$ cat src/sv/assert_macros.svh
// ----------------------------------------------------------------------------
// Assertion macros
// Concurrent assertion wrappers for the RTL; empty when SYNTH is set.
// ----------------------------------------------------------------------------
`ifndef ASSERT_MACROS_SVH
`define ASSERT_MACROS_SVH

`ifndef SYNTH
// Clocked property, disabled while reset is high.
`define PHHP_ASSERT(lbl, clk, rst, prop) \
  lbl: assert property (@(posedge clk) disable iff (rst) prop) \
    else $error("assertion failed");
// Clocked property, checked during reset too.
`define PHHP_ASSERT_ALWAYS(lbl, clk, prop) \
  lbl: assert property (@(posedge clk) prop) else $error("assertion failed");
`else
`define PHHP_ASSERT(lbl, clk, rst, prop)
`define PHHP_ASSERT_ALWAYS(lbl, clk, prop)
`endif

`endif

$ cat src/sv/phhp_pkg.sv
// ----------------------------------------------------------------------------
// phhp_pkg
// Types, codes and character decode for the prefixed hex hash parser.
// ----------------------------------------------------------------------------
`default_nettype none

package phhp_pkg;

  localparam int HASH_BYTES_DEF = 32;

  localparam int TAG_LEN  = 4;
  localparam int HEAD_LEN = 7;

  // Expected tag, first character first
  localparam logic [7:0] TAG_CHARS [TAG_LEN] = '{8'h52, 8'h49, 8'h48, 8'h53};

  localparam logic [7:0] POS_MAX = 8'hff;

  // Early error codes
  localparam logic [2:0] ERR_NONE   = 3'd0;
  localparam logic [2:0] ERR_PREFIX = 3'd1;
  localparam logic [2:0] ERR_DIGIT  = 3'd3;

  // Status codes
  localparam logic [2:0] ST_OK      = 3'd0;
  localparam logic [2:0] ST_PREFIX  = 3'd1;
  localparam logic [2:0] ST_SHORT   = 3'd2;
  localparam logic [2:0] ST_DIGITS  = 3'd3;
  localparam logic [2:0] ST_UNKNOWN = 3'd4;
  localparam logic [2:0] ST_LENGTH  = 3'd5;
  localparam logic [2:0] ST_NONHEX  = 3'd6;

  localparam logic [7:0] VER_ONE = 8'd1;
  localparam logic [7:0] VER_TWO = 8'd2;

  typedef struct packed {
    logic [7:0] character;
    logic       end_of_string;
  } in_item_t;

  typedef struct packed {
    logic       is_status;
    logic [7:0] byte_value;
    logic [4:0] byte_index;
    logic [2:0] status;
    logic [7:0] version;
  } out_item_t;

  // Decode one hex digit of either case; bit 4 set means not a hex digit.
  function automatic logic [4:0] hex_decode(input logic [7:0] c);
    logic [4:0] r;
    begin
      r = 5'b1_0000;
      if (c inside {[8'h30:8'h39]}) begin
        r = {1'b0, c[3:0]};
      end else if (c inside {[8'h41:8'h46], [8'h61:8'h66]}) begin
        r = {1'b0, c[3:0] + 4'h9};
      end
      return r;
    end
  endfunction

endpackage

`default_nettype wire

$ cat src/sv/phhp_stream_if.sv
// ----------------------------------------------------------------------------
// phhp_stream_if
// Valid/ready channel carrying one payload item per transfer.
// ----------------------------------------------------------------------------
`default_nettype none

interface phhp_stream_if #(
  parameter type T = logic
);
  logic valid;
  logic ready;
  T     data;

  modport source (output valid, output data, input ready);
  modport sink (input valid, input data, output ready);
endinterface

`default_nettype wire

$ cat src/sv/phhp_in_stage.sv
// ----------------------------------------------------------------------------
// phhp_in_stage
// Input register: captures one character item per transfer.
// ----------------------------------------------------------------------------
`default_nettype none

module phhp_in_stage
  import phhp_pkg::*;
(
  input  wire          clk,
  input  wire          rst,
  phhp_stream_if.sink   chars,
  phhp_stream_if.source staged
);

  logic     valid;
  in_item_t item;

  // Take a new item whenever the held one leaves or none is held
  assign chars.ready  = !valid || staged.ready;
  assign staged.valid = valid;
  assign staged.data  = item;

  always_ff @(posedge clk) begin
    if (rst) begin
      valid <= 1'b0;
    end else if (chars.ready) begin
      valid <= chars.valid;
    end
  end

  always_ff @(posedge clk) begin
    if (chars.ready && chars.valid) begin
      item <= chars.data;
    end
  end

endmodule

`default_nettype wire

$ cat src/sv/phhp_core.sv
// ----------------------------------------------------------------------------
// phhp_core
// Parse state, per-character checks and byte assembly, result register.
// ----------------------------------------------------------------------------
`default_nettype none

`include "assert_macros.svh"

module phhp_core
  import phhp_pkg::*;
#(
  parameter int HASH_BYTES = HASH_BYTES_DEF
) (
  input  wire          clk,
  input  wire          rst,
  phhp_stream_if.sink   staged,
  phhp_stream_if.source results
);

  localparam logic [7:0] VS_FULL = 8'(HASH_BYTES);
  localparam logic [7:0] VS_HALF = 8'(HASH_BYTES / 2);

  logic [7:0] char_position, char_position_next;
  logic [2:0] early_error, early_error_next;
  logic [7:0] parsed_version, parsed_version_next;
  logic [3:0] pending_high_nibble, pending_high_nibble_next;
  logic       value_digit_error, value_digit_error_next;

  logic      out_valid;
  out_item_t out_item;

  logic      advance;
  logic      emit;
  out_item_t res;

  logic [7:0] c;
  logic [4:0] nib;
  logic [7:0] vs;
  logic [8:0] expected_len;
  logic [7:0] k;
  logic [6:0] idx;
  logic       vde_new;

  assign staged.ready  = !out_valid || results.ready;
  assign advance       = staged.valid && staged.ready;
  assign results.valid = out_valid;
  assign results.data  = out_item;

  always_comb begin
    c   = staged.data.character;
    nib = hex_decode(c);
    if (parsed_version == VER_ONE) begin
      vs = VS_FULL;
    end else if (parsed_version == VER_TWO) begin
      vs = VS_HALF;
    end else begin
      vs = 8'd0;
    end
    expected_len = 9'(HEAD_LEN) + {vs, 1'b0};
    k   = char_position - 8'(HEAD_LEN);
    idx = k[7:1];
    vde_new = value_digit_error || nib[4];

    char_position_next       = char_position;
    early_error_next         = early_error;
    parsed_version_next      = parsed_version;
    pending_high_nibble_next = pending_high_nibble;
    value_digit_error_next   = value_digit_error;
    emit = 1'b0;
    res  = '0;

    if (staged.data.end_of_string) begin
      emit = 1'b1;
      res.is_status = 1'b1;
      if (early_error == ERR_PREFIX || char_position < 8'(TAG_LEN)) begin
        res.status = ST_PREFIX;
      end else if (char_position < 8'(HEAD_LEN)) begin
        res.status = ST_SHORT;
      end else if (early_error != ERR_NONE) begin
        res.status = ST_DIGITS;
      end else begin
        res.version = parsed_version;
        if (vs == 8'd0) begin
          res.status = ST_UNKNOWN;
        end else if ({1'b0, char_position} != expected_len) begin
          res.status = ST_LENGTH;
        end else if (value_digit_error) begin
          res.status = ST_NONHEX;
        end else begin
          res.status = ST_OK;
        end
      end
      // Clear for the next string
      char_position_next       = '0;
      early_error_next         = ERR_NONE;
      parsed_version_next      = '0;
      pending_high_nibble_next = '0;
      value_digit_error_next   = 1'b0;
    end else begin
      if (char_position != POS_MAX) begin
        char_position_next = char_position + 8'd1;
      end
      if (char_position < 8'(TAG_LEN)) begin
        if (c != TAG_CHARS[char_position[1:0]] && early_error == ERR_NONE) begin
          early_error_next = ERR_PREFIX;
        end
      end else if (char_position < 8'(HEAD_LEN - 1)) begin
        if (nib[4]) begin
          if (early_error == ERR_NONE) begin
            early_error_next = ERR_DIGIT;
          end
        end else if (char_position == 8'(TAG_LEN)) begin
          parsed_version_next = {nib[3:0], 4'h0};
        end else begin
          parsed_version_next = {parsed_version[7:4], nib[3:0]};
        end
      end else if (char_position >= 8'(HEAD_LEN)) begin
        if (!k[0]) begin
          if (nib[4]) begin
            value_digit_error_next = 1'b1;
          end else begin
            pending_high_nibble_next = nib[3:0];
          end
        end else begin
          value_digit_error_next = vde_new;
          if (early_error == ERR_NONE && vs != 8'd0 && {1'b0, idx} < vs && !vde_new) begin
            emit = 1'b1;
            res.byte_value = {pending_high_nibble, nib[3:0]};
            res.byte_index = idx[4:0];
          end
        end
      end
    end
  end

  always_ff @(posedge clk) begin
    if (rst) begin
      char_position       <= '0;
      early_error         <= ERR_NONE;
      parsed_version      <= '0;
      pending_high_nibble <= '0;
      value_digit_error   <= 1'b0;
      out_valid           <= 1'b0;
    end else begin
      if (advance) begin
        char_position       <= char_position_next;
        early_error         <= early_error_next;
        parsed_version      <= parsed_version_next;
        pending_high_nibble <= pending_high_nibble_next;
        value_digit_error   <= value_digit_error_next;
      end
      if (staged.ready) begin
        out_valid <= staged.valid && emit;
      end
    end
  end

  always_ff @(posedge clk) begin
    if (advance && emit) begin
      out_item <= res;
    end
  end

  // End marker leaves the parser cleared
  `PHHP_ASSERT(a_clear_after_end, clk, rst,
    (advance && staged.data.end_of_string) |=> (char_position == 8'd0 && early_error == ERR_NONE))
  // A byte waiting at the output was produced with no early error
  `PHHP_ASSERT(a_byte_no_early_err, clk, rst,
    (out_valid && !out_item.is_status) |-> (early_error == ERR_NONE))
  // Position holds at saturation while characters keep coming
  `PHHP_ASSERT(a_pos_saturates, clk, rst,
    (advance && !staged.data.end_of_string && char_position == POS_MAX) |=>
      (char_position == POS_MAX))

endmodule

`default_nettype wire

$ cat src/sv/prefixed_hex_hash_parser_top.sv
// Prefixed hex hash parser: one character transfer per cycle in while the result side
// does not stall, bytes and status out. A character passes the input register, then
// the result register, which loads as the core takes the character; a character that
// yields no result loads nothing there. Parse state updates as each character is taken.
// Reset: synchronous, active high; clears parse state and both valid flags.
`default_nettype none

module prefixed_hex_hash_parser_top
  import phhp_pkg::*;
#(
  // Value length in bytes for version 1; version 2 carries half
  parameter int HASH_BYTES = HASH_BYTES_DEF
) (
  input  wire          clk,
  input  wire          rst,
  phhp_stream_if.sink   chars,
  phhp_stream_if.source results
);

  // Internal channel between the input register and the parse core
  phhp_stream_if #(.T(in_item_t)) staged ();

  // Hold each accepted character until the core takes it
  phhp_in_stage u_in_stage (
    .clk    (clk),
    .rst    (rst),
    .chars  (chars),
    .staged (staged)
  );

  // Check tag and version, assemble value bytes, report status at the end marker;
  // the result register frees the input side as soon as its item is taken
  phhp_core #(
    .HASH_BYTES (HASH_BYTES)
  ) u_core (
    .clk     (clk),
    .rst     (rst),
    .staged  (staged),
    .results (results)
  );

endmodule

`default_nettype wire

$ cat src/flat_wrapper.sv
// flat-port wrapper written by rule: the top's interface ports become plain ports
module prefixed_hex_hash_parser_top_flat import phhp_pkg::*;
#(
                                                                
  parameter int HASH_BYTES = HASH_BYTES_DEF
)
  (clk, rst, chars_valid, chars_data, chars_ready, results_valid, results_data, results_ready);
  phhp_stream_if #(.T(in_item_t)) chars_i ();
  phhp_stream_if #(.T(out_item_t)) results_i ();
  input  wire clk;
  input  wire rst;
  input wire logic [$bits(chars_i.valid)-1:0] chars_valid;
  input wire logic [$bits(chars_i.data)-1:0] chars_data;
  output wire logic [$bits(chars_i.ready)-1:0] chars_ready;
  output wire logic [$bits(results_i.valid)-1:0] results_valid;
  output wire logic [$bits(results_i.data)-1:0] results_data;
  input wire logic [$bits(results_i.ready)-1:0] results_ready;
  assign chars_i.valid = chars_valid;
  assign chars_i.data = chars_data;
  assign chars_ready = chars_i.ready;
  assign results_valid = results_i.valid;
  assign results_data = results_i.data;
  assign results_i.ready = results_ready;
  prefixed_hex_hash_parser_top #(.HASH_BYTES(HASH_BYTES)) u_core (.clk(clk), .rst(rst), .chars(chars_i), .results(results_i));
endmodule
$ cat config.mk
export PLATFORM = sky130hd
export DESIGN_NAME = prefixed_hex_hash_parser_top_flat
export DESIGN_NICKNAME = d
export VERILOG_FILES = /design/src/sv/phhp_pkg.sv /design/src/sv/phhp_stream_if.sv /design/src/sv/phhp_in_stage.sv /design/src/sv/phhp_core.sv /design/src/sv/prefixed_hex_hash_parser_top.sv /design/src/flat_wrapper.sv
export VERILOG_INCLUDE_DIRS = /design/src /design/src/sv
export SDC_FILE = /design/constraint.sdc
export NUM_CORES = 1
export LEC_CHECK = 0
export BUFFER_PORTS_ARGS = -buffer_cell sky130_fd_sc_hd__buf_2
export CAP_MARGIN = 25
export CORE_ASPECT_RATIO = 0.75
export CORE_MARGIN = 2
export CORE_UTILIZATION = 60
export DETAILED_ROUTE_END_ITERATION = 10
export HOLD_SLACK_MARGIN = 0.02
export MAX_ROUTING_LAYER = met4
export PLACE_DENSITY = 0.85
export SKIP_LAST_GASP = 1
export SYNTH_ARGS = -nofsm -noshare
export SYNTH_HDL_FRONTEND = slang
export SYNTH_SLANG_ARGS = --single-unit
$ cat constraint.sdc
create_clock -name clk -period 12.95 [get_ports clk]
set_clock_uncertainty 0.2 [all_clocks]
set_input_delay 1.295 -clock clk [delete_from_list [all_inputs] [get_ports clk]]
set_output_delay 1.295 -clock clk [all_outputs]
set_load 0.1 [all_outputs]
==> metrics, run 1 <==
status=completed; Nets=345; Final ANT Viol Nets=0; cts repair resizes=0; DIE HEIGHT=65.68 µm; vias in the first global route=2091; ys async rst share=0; Cell Area, Synth=3043 µm²; # setup viols final=0; drc violations=0; total of max-cap violations=0; hpwl dp=4564 µm; Die X=86.23 µm; Tmin final=3.716 ns; antenna violations before repair=0; DRT Pass-1 Iters=5; CTS H-tree lvls=3; Placed Cells=375; main flop type after synthesis=edfxtp_1; Post-Syn Area per Cell=10.49 µm²; synth warn=0; Routability Congestion=0.9435; RSZ-0062 raised after global routing=false; Yosys top cell by area=edfxtp_1; Pins Over Slew Limit=0; # clock sinks=59; IO Count=40; Worst-Margin Slew=0.6866 ns; Finished Layout Cells=391; critical path class=reg -> reg; post-route cell area=3456 µm²; top cell type's share of synthesized area=0.3355; Filler cells=371; most frequent cells in the layout=39 x buf_2, 34 x edfxtp_1, 25 x nor2_1, 25 x dfxtp_1; share of post-route cells with drive strength above 1=0.2568; Max clock buf depth=2; register area share after synthesis=0.5000; Via density=6.077; Multi-input gate area=1380 µm²; Tcrit/Tclk final=0.2870; # diodes=0; Die ar.=5663 µm²; row cnt=22; post-synth cell types=58; Initial Util=0.6210; CP startpoint kind=flip-flop; WP data arrival=3.56 ns; Max FO, Critical Path=14; Pleak=0.001269 µW; Hold Startpoint=u_core.u_core.pending_high_nibble[0]; 1st-iter DRT viols=280; RR Startpoint=u_core.u_core.char_position[1]; DR WL/cell=16.24 µm; Post-Syn Nets=309; FF+latch count, synth=59; setup TNS=0 ns; Port-buffer cells=39; P&R area growth vs syn=13.57%; CTS tree=yes; global-route usage over all layers=0.2475; PwrDens=119.9 nW/µm²; Vias=2376; core area=4900 µm²; Worst Path Required=12.80 ns; Post-Syn Instances=290; setup repair bufs after CTS=0; CP Capture Type=flip-flop; maximum vdd drop=0.0001173 V; hold slack=0.2853 ns; HP Class=reg -> reg; largest net degree at the start of global routing=25; most common cell after layout, fill and taps aside=buf_2; ranking of synthesized cells by area=edfxtp_1 34%, dfxtp_1 16%, nor2_1 3.1%; Clock Latency Late Sink=0.34 ns; Post-CTS Hold Buffers=0; placed instance area=3247 µm²; Crit. Startpoint=u_core.u_core.char_position[1]; Max-slew headroom=0.5422; Num CTS Buffers=9; hold depth=2; clock-pin transition on the worst setup and hold timing paths=0.06 ns; Congestion Overflow GR=0; Post-Route WL=6351 µm; Root Driver=clkbuf_8; Final Hold Violating Endpoints=0; first-pass GRT wire length=10270 µm; R2R cell count=11; EDFF count, synth=34; Fmax=269.1 MHz; register area=1521 µm²
[where the power goes]
part / leakage [µW] / switching, µW / internal (µW)
Clock: 0.000104 / 71.0 / 107
Combinational: 0.000616 / 22.6 / 8.27
Sequential: 0.000549 / 4.07 / 201
Total: 0.00127 / 97.6 / 317
[worst paths after layout]
kind | end | slack [ns]
min reg2reg | u_core.u_core.pending_high_nibble[0] | 0.29
max | u_core.u_core.results.data[10] | 9.23
min | u_core.u_core.pending_high_nibble[0] | 0.29
max reg2reg | u_core.u_core.results.data[10] | 9.23
[through the flow]
step             util  power [µW]  setup slack, ns
4_1_cts        0.7053       416.6            9.249
6_report       0.7053       414.3            9.234
3_3_place_gp   0.6596       239.2            9.187
3_5_place_dp   0.6627       239.9            9.270
5_1_grt        0.7053       426.8            9.026
2_1_floorplan       -       231.9            8.548
[worst max-delay path: stages, from the launching register on]
cell and delay [ns]:
dfxtp_1 0.58, ha_1 0.37, and2_1 0.26, nor3_1 0.09, xor2_1 0.16, ha_1 0.19, nor3_1 0.13, o2111ai_1 0.14
a211oi_1 0.28, nand2_1 0.17, o31ai_4 0.59, buf_8 0.24
[cell families (layout without fill, tap and decap cells)]
family / after synthesis / count (layout) / share of synthesized area
flip-flops: 59 / 59 / 0.5000
XOR/XNOR: 8 / 8 / 0.02303
buffers and inverters: 31 / 72 / 0.05098
adder cells (fa/ha/maj): 6 / 6 / 0.02467
multiplexers: 4 / 4 / 0.01439
AND/OR/NAND/NOR: 125 / 125 / 0.2438
AO/OA/AOI/OAI: 57 / 57 / 0.1431
[cells in the mapped netlist, types with 5 or more instances]
cell / count
nor3_1: 15
dfxtp_1: 25
ha_1: 6
nor2_1: 25
and2_4: 8
nand3_1: 11
clkbuf_1: 6
nor2b_1: 6
o31ai_1: 5
or2_2: 5
nand2b_1: 11
edfxtp_1: 34
xnor2_1: 6
a21oi_1: 12
nand2_1: 15
inv_1: 15
[final cells by class]
class | count | share of cell area
Clock buffer | 10 | 0.03693
Tap cell | 60 | 0.02172
Sequential cell | 59 | 0.4403
Timing Repair Buffer | 40 | 0.06083
Clock inverter | 6 | 0.02353
Multi-Input combinational cell | 200 | 0.3993
Inverter | 16 | 0.01738
[sequential cells by signal (all words and copies together) (netlist names)]
register	cells
u_core.u_core.results.data	25
u_core.u_in_stage.staged.data	9
u_core.u_in_stage.staged.valid	1
u_core.u_core.char_position	8
u_core.u_core.parsed_version	8
u_core.u_core.value_digit_error	1
u_core.u_core.results.valid	1
u_core.u_core.pending_high_nibble	4
u_core.u_core.early_error	2
[per-layer routing]
metal  vias to the layer above  wire, µm  track usage  share of wire
met1                      1128      2997       0.3328           0.47
met5                         -         0            -              0
met4                         0       111      0.07227          0.017
met2                        94      2781       0.3566           0.44
met3                        15       461      0.08668          0.073
li1                       1139         -            -              -
(Power assumes the default switching activity.)
==> run 2, diff against run 1 <==
--- a/config.mk
+++ b/config.mk
@@ -6,15 +6,16 @@
 export SDC_FILE = /design/constraint.sdc
 export NUM_CORES = 1
 export LEC_CHECK = 0
+export ABC_AREA = 1
 export BUFFER_PORTS_ARGS = -buffer_cell sky130_fd_sc_hd__buf_2
 export CAP_MARGIN = 25
 export CORE_ASPECT_RATIO = 0.75
 export CORE_MARGIN = 2
-export CORE_UTILIZATION = 60
+export CORE_UTILIZATION = 57
 export DETAILED_ROUTE_END_ITERATION = 10
 export HOLD_SLACK_MARGIN = 0.02
 export MAX_ROUTING_LAYER = met4
-export PLACE_DENSITY = 0.85
+export PLACE_DENSITY = 0.82
 export SKIP_LAST_GASP = 1
 export SYNTH_ARGS = -nofsm -noshare
 export SYNTH_HDL_FRONTEND = slang
==> constraint.sdc (replaced) <==
create_clock -name clk -period 3.8 [get_ports clk]
set_clock_uncertainty 0.2 [all_clocks]
set_input_delay 0.38 -clock clk [delete_from_list [all_inputs] [get_ports clk]]
set_output_delay 0.38 -clock clk [all_outputs]
set_load 0.1 [all_outputs]
==> run 2 against run 1 <==
  * Setup slack worse by 8.4 ns
  * Routed wire length up 1.7%
  * Register-to-register slack worse by 8.4 ns
  * Count of clock-buffer cells in the layout down 1
  * Combinational power rose to 5.5 times the previous value
  * Sequential share of layout area down 1.6 points
  * Highest routed layer unchanged
  * First-iteration DRC count down 39%
  * Synthesized area up 0.21%
==> metrics, run 2 <==
Post-Route WL=6458 µm (+1.7%); main combinational cell family by area after synthesis=simple AND/OR/NAND/NOR gates; Comb power frac=0.117 (+0.043); Fmax=333.4 MHz (+24%); Place WS=0.7928 ns (-8.477 ns); Yosys top cell by area=edfxtp_1; RSZ-0062 raised after global routing=false; Pleak=0.001544 µW (+22%); Via density=5.163 (-15%); ys async rst share=0 (unchanged); Simple-Gate Fraction of Synth Area=0.2733 (+0.02945); hpwl dp=4778 µm (+4.7%); post-synthesis adder-cell area fraction=0.02462 (-0.00005062); Synth Area in XOR/XNOR=0.02298 (-0.00004724); share of post-route cells with drive strength above 1=0.2251 (-0.03168); Compound-Gate Fraction of Synth Area=0.09027 (-0.05282); CP startpoint kind=flip-flop; Post-Syn Instances=364 (+26%); first-pass GRT wire length=10790 µm (+5.0%); Final ANT Viol Nets=0 (unchanged); Die X=88.46 µm (+2.6%); antenna violations before repair=0 (unchanged); clock-pin transition on the worst setup and hold timing paths=0.07 ns (about the same); CP Capture Type=flip-flop; synth warn=0 (unchanged); ranking of synthesized cells by area=edfxtp_1 33%, dfxtp_1 16%, nand2_1 8.2%; Max clock buf depth=2 (unchanged); 1st-iter DRT viols=170 (-39%); largest net degree at the start of global routing=21 (-16%); fraction of synthesized area in multiplexers=0 (-0.01439); setup TNS=0 ns (unchanged); Layout Utilization=0.6847 (-0.02065); Pins Over Slew Limit=0 (unchanged); WP data arrival=2.83 ns (-0.73 ns); Num CTS Buffers=9 (unchanged); EDFF count, synth=34 (unchanged); post-synth cell types=36 (-38%); sequential fraction of design power=0.490 (-0.006); Post-Syn Nets=383 (+24%); vias in the first global route=2407 (+15%); Tmin final=3.000 ns (-0.7162 ns); setup repair bufs after CTS=0 (unchanged); Routability Congestion=0.9226 (-2.2%); CTS tree=yes; Root Driver=clkbuf_8; DIE HEIGHT=67.34 µm (+2.5%); P_sw=406.4 µW (+320%); Tcrit/Tclk final=0.7894 (+0.5025); maximum vdd drop=0.0003562 V (+200%); # diodes=0 (unchanged); DRT Pass-1 Iters=4 (-1); main flop type after synthesis=edfxtp_1; Clock Latency Late Sink=0.35 ns (about the same); Worst Path Required=3.63 ns (-9.17 ns); Die ar.=5957 µm² (+5.2%); Filler cells=449 (+21%); row cnt=23 (+4.5%); CTS H-tree lvls=3 (unchanged); critical path class=reg -> reg; max reg flops=25 (unchanged); Port-buffer cells=39 (unchanged); most frequent cell after synthesis=nand2_1; register area share after synthesis=0.4990 (-0.001026); Congestion Overflow GR=0 (unchanged); Cell Area, Synth=3049 µm² (+0.21%); synth cell count leaders=67 x nand2_1, 52 x inv_1, 44 x nor2_1; clock share of power=0.394 (-0.035); Sw Share=0.2798 (+0.04417); Initial Util=0.5822 (-0.03886); global-route usage over all layers=0.2532 (+0.005766); Max-slew headroom=0.5904 (+0.04812); final setup margin=0.8002 ns (-8.434 ns); top cell type's share of synthesized area=0.3348 (-0.0006884); post-route cell area=3586 µm² (+3.8%); total of max-cap violations=0 (unchanged); drc violations=0 (unchanged); IO Count=40 (unchanged); DR WL/cell=12.99 µm (-20%); Max FO, Critical Path=20 (+6); Post-Syn Area per Cell=8.377 µm² (-20%); HP Class=in -> reg; Nets=436 (+26%); Worst-Margin Slew=0.6144 ns (-0.07218 ns); Tot Pwr=1452 µW (+250%); # setup viols final=0 (unchanged); FF+latch count, synth=59 (unchanged); PwrDens=405.0 nW/µm² (+240%); most common cell after layout, fill and taps aside=nand2_1; status=completed; Pint=1046 µW (+230%); core area=5238 µm² (+6.9%); Vias=2566 (+8.0%); placed instance area=3296 µm² (+1.5%); P&R area growth vs syn=17.60%; # clock sinks=59 (unchanged); most frequent cells in the layout=67 x nand2_1, 52 x inv_1, 44 x nor2_1, 39 x buf_2, 34 x edfxtp_1; Final Hold Violating Endpoints=0 (unchanged)
-- run 2: cell types whose count changed after synthesis, sizes merged, moves of 6 or more --
cell,before,now
nand4,3,9
and2,12,1
a21oi,14,29
nand2,15,75
inv,15,59
nand3,11,23
nand2b,11,0
nor3,15,4
o21ai,4,17
nor2b,6,0
nor2,25,59
-- run 2: per-layer routing --
metal	vias to the layer above	wire length, µm	share of wire	global-route usage
met3	18	524	0.081	0.09535
met5	-	0	0	-
met4	0	113	0.017	0.08523
li1	1284	-	-	-
met1	1164	2948	0.46	0.3142
met2	100	2871	0.44	0.3844
-- run 2: worst paths after layout --
path | start | to | slack, ns | depth (start not counted)
worst min-delay path | chars_valid | u_core.u_in_stage.staged.valid | 0.11 | 3
worst min register to register | u_core.u_core.pending_high_nibble[1] | u_core.u_core.pending_high_nibble[1] | 0.27 | 2
worst max-delay path | u_core.u_core.char_position[0] | u_core.u_core.results.data[16] | 0.80 | 14
worst max register to register | u_core.u_core.char_position[0] | u_core.u_core.results.data[16] | 0.80 | 14
-- run 2: timing repair --
action	CTS	global route
hold buffers	9	0
gates resized for setup	0	0
endpoints found under the hold margin	9	0
-- run 2: power groups by stage --
stage,combinational (µW),clock [µW],sequential (µW)
floorplan,91.7,0,757
global placement,158,0,724
detailed placement,160,0,725
CTS,168,589,711
global route,187,609,713
finish,170,572,711
-- run 2: final cells by class --
cell class / count / area, µm² / area share
repair buffers: 49 / 292.8 / 0.08165
well taps: 75 / 93.84 / 0.02617
multi-input cells: 239 / 1254 / 0.3496
flip-flops and latches: 59 / 1521 / 0.4243
inverters: 59 / 224.0 / 0.06246
clock inverters: 7 / 76.32 / 0.02128
clock buffers: 9 / 123.9 / 0.03454
-- run 2: logic make-up (layout without fill, tap and decap cells) --
| logic type | Yosys count | in the layout |
|---|---|---|
| compound gates | 50 | 50 |
| xor+xnor | 8 | 8 |
| fa+ha+maj | 6 | 6 |
| buf+inv | 66 | 124 |
| flops | 59 | 59 |
| simple gates | 175 | 175 |
-- run 2: critical path, stage by stage, from the launching register on --
cell and delay (ns):
dfxtp_1 0.49, ha_1 0.26, nand2_1 0.12, nand2_1 0.12
nor2_1 0.06, xor2_1 0.15, ha_1 0.18, inv_1 0.05
nand2_1 0.04, nor2_1 0.10, nand3_1 0.09, nor2_2 0.11
nand4_1 0.13, nand2_1 0.24, buf_4 0.32
-- run 2: metrics by stage --
stage	std cells	hold WS, ns
after detailed placement	472	0.2524
after global placement	472	0.2464
after floorplan	364	0.2308
final	497	0.1107
after global routing	497	0.1284
after CTS	497	0.08621
==> run 3, diff against run 2 <==
--- a/config.mk
+++ b/config.mk
@@ -6,16 +6,16 @@
 export SDC_FILE = /design/constraint.sdc
 export NUM_CORES = 1
 export LEC_CHECK = 0
-export ABC_AREA = 1
+export ABC_AREA = 0
 export BUFFER_PORTS_ARGS = -buffer_cell sky130_fd_sc_hd__buf_2
 export CAP_MARGIN = 25
 export CORE_ASPECT_RATIO = 0.75
 export CORE_MARGIN = 2
-export CORE_UTILIZATION = 57
+export CORE_UTILIZATION = 52
 export DETAILED_ROUTE_END_ITERATION = 10
 export HOLD_SLACK_MARGIN = 0.02
 export MAX_ROUTING_LAYER = met4
-export PLACE_DENSITY = 0.82
+export PLACE_DENSITY = 0.79
 export SKIP_LAST_GASP = 1
 export SYNTH_ARGS = -nofsm -noshare
 export SYNTH_HDL_FRONTEND = slang
==> constraint.sdc (replaced) <==
create_clock -name clk -period 2.6 [get_ports clk]
set_clock_uncertainty 0.2 [all_clocks]
set_input_delay 0.26 -clock clk [delete_from_list [all_inputs] [get_ports clk]]
set_output_delay 0.26 -clock clk [all_outputs]
set_load 0.1 [all_outputs]
==> run 3 against run 2 <==
  * The run now ends with negative setup slack left
  * Setup slack worse by 0.92 ns
  * Maximum frequency is 10% higher
  * First-iteration DRC count increased by 50%
  * Die area grew 8.9%
  * Via count increased by 0.51%
==> metrics, run 3 (same netlist as run 1, synthesis figures left out) <==
Initial Util=0.5305 (-0.05164); most frequent cells in the layout=39 x buf_2, 34 x edfxtp_1, 30 x buf_4, 25 x nor2_1, 21 x dfxtp_1; Root Driver=clkbuf_8; IO Count=40 (unchanged); Nets=388 (-11%); row cnt=24 (+4.3%); Num CTS Buffers=9 (unchanged); global-route usage over all layers=0.2332 (-0.02003); largest net degree at the start of global routing=25 (+19%); WP buf/inv=2 (unchanged); RSZ-0062 raised after global routing=true; most common cell after layout, fill and taps aside=buf_2; Post-Route WL=7047 µm (+9.1%); drc violations=0 (unchanged); crit-path cells=ha_4 -> and2_4 -> nor3_4 -> xor2_1 -> ha_2 -> nor3_2 -> o2111ai_2 -> a211oi_2 -> nand2_2 -> o31ai_4 -> buf_6 -> clkbuf_16; max reg flops=25 (unchanged); Via density=5.706 (+11%); first-pass GRT wire length=11270 µm (+4.5%); HP Class=in -> reg; setup TNS=-1.901 ns (-1.901 ns); hold slack=0.1073 ns (-0.003458 ns); Vias=2579 (+0.51%); failing checks=negative setup slack; Tmin final=2.718 ns (-0.2815 ns); Clock Latency Late Sink=0.34 ns (about the same); CTS H-tree lvls=3 (unchanged); Max FO, Critical Path=5 (-75%); final setup margin=-0.1183 ns (-0.9185 ns); Max-slew headroom=0.4919 (-0.09850); core area=5736 µm² (+9.5%); Largest stage delay, worst path=0.33 ns (-0.16 ns); # setup viols final=19 (+19); Worst-Margin Slew=0.7552 ns (+0.1408 ns); Worst Path Required=2.46 ns (-1.17 ns); # diodes=0 (unchanged); CP startpoint kind=flip-flop; Fmax=367.9 MHz (+10%); Die ar.=6486 µm² (+8.9%); CP Capture Type=flip-flop; CTS tree=yes; Routability Congestion=0.9282 (+0.61%); Final ANT Viol Nets=0 (unchanged); DR WL/cell=15.59 µm (+20%); DRT Pass-1 Iters=5 (+1); Max clock buf depth=2 (unchanged); share of post-route cells with drive strength above 1=0.3529 (+0.1278); vias in the first global route=2322 (-3.5%); # clock sinks=59 (unchanged); Tcrit/Tclk final=1.045 (+0.2561); DIE HEIGHT=70.25 µm (+4.3%); P&R area growth vs syn=29.44%; critical path class=reg -> reg; slowest stage cell, crit path=dfxtp_2; PwrDens=524.3 nW/µm² (+29%); hpwl dp=4919 µm (+2.9%); clock-pin transition on the worst setup and hold timing paths=0.06 ns (about the same); status=complete, but fails checks; 1st-iter DRT viols=255 (+50%); Worst R2R Setup Slack=-0.12 ns (-0.92 ns); Final Hold Violating Endpoints=0 (unchanged); Congestion Overflow GR=0 (unchanged); kind of cell adding the most delay to the critical path=compound AO/OA/AOI/OAI gates; Die X=92.33 µm (+4.4%); Filler cells=453 (+0.89%); maximum vdd drop=0.0003411 V (-4.3%); total of max-cap violations=0 (unchanged); Pleak=0.001504 µW (-2.6%); antenna violations before repair=0 (unchanged); Port-buffer cells=39 (unchanged); WP data arrival=2.58 ns (-0.25 ns); Pins Over Slew Limit=0 (unchanged)
==> run 3: cell count changes in the layout (fill, tap and decap cells not counted), sizes merged, moves of 11 or more <==
cell	previous run	this run
nand2	75	15
inv	61	15
nor2	59	25
buf	40	72
a21oi	29	14
o21ai	17	4
nand3	23	11
and2	1	12
nand2b	0	11
nor3	4	15
==> run 3: cell type report <==
type	instances	area, µm²	area share
tap	78	97.59	0.02478
timing repair buffer	83	604.3	0.1534
inverter	16	60.06	0.01525
clock buffer	12	155.1	0.03939
multi-input combinational	200	1445	0.3669
clock inverter	4	50.05	0.01271
sequential	59	1526	0.3875
==> run 3: worst paths after layout <==
kind                                   startpoint                                   end  cells after the start
max                u_core.u_core.char_position[1]         u_core.u_core.results.data[6]                     12
min                                 results_ready        u_core.u_in_stage.staged.valid                      4
max reg2reg        u_core.u_core.char_position[1]         u_core.u_core.results.data[6]                     12
min reg2reg  u_core.u_core.pending_high_nibble[1]  u_core.u_core.pending_high_nibble[1]                      2
==> run 3: metrics by stage <==
| stage | instance area [µm²] | instances | util | setup slack, ns | total power, µW |
|---|---|---|---|---|---|
| global route | 3939 | 452 | 0.6867 | -0.2041 | 2136 |
| floorplan | 3099 | 290 | - | -0.4538 | 1157 |
| detailed placement | 3532 | 422 | 0.6158 | -0.1495 | 1204 |
| global placement | 3532 | 422 | 0.6158 | -0.1017 | 1200 |
| CTS | 3891 | 451 | 0.6784 | -0.02128 | 2073 |
| finish | 3939 | 452 | 0.6867 | -0.1183 | 2065 |
==> run 3: power by group <==
group	total, µW	switching, µW	internal, µW
clock network	855	362	493
logic	188	122	66.0
registers	1020	18.0	1000
total	2060	502	1560
==> run 3: routing by layer <==
metal | wire length (µm) | track usage | up-vias
li1 | - | - | 1229
met1 | 3209 | 0.3172 | 1229
met2 | 3218 | 0.3406 | 114
met3 | 569 | 0.07443 | 7
met4 | 49 | 0.05970 | 0
met5 | 0 | - | -
==> run 3: worst min-delay path, delay by kind of cell <==
kind	cells	cell delay, ns
buf+inv	1	0.08
simple gates	2	0.11
compound gates	1	0.15
==> run 3: timing repair <==
action,in CTS,in global routing
buffers inserted,3,1
endpoints found under the hold margin,10,0
gates cloned,1,1
resized for setup,4,4
pin swaps,3,0
hold buffers,10,0
setup endpoints to repair,25,27
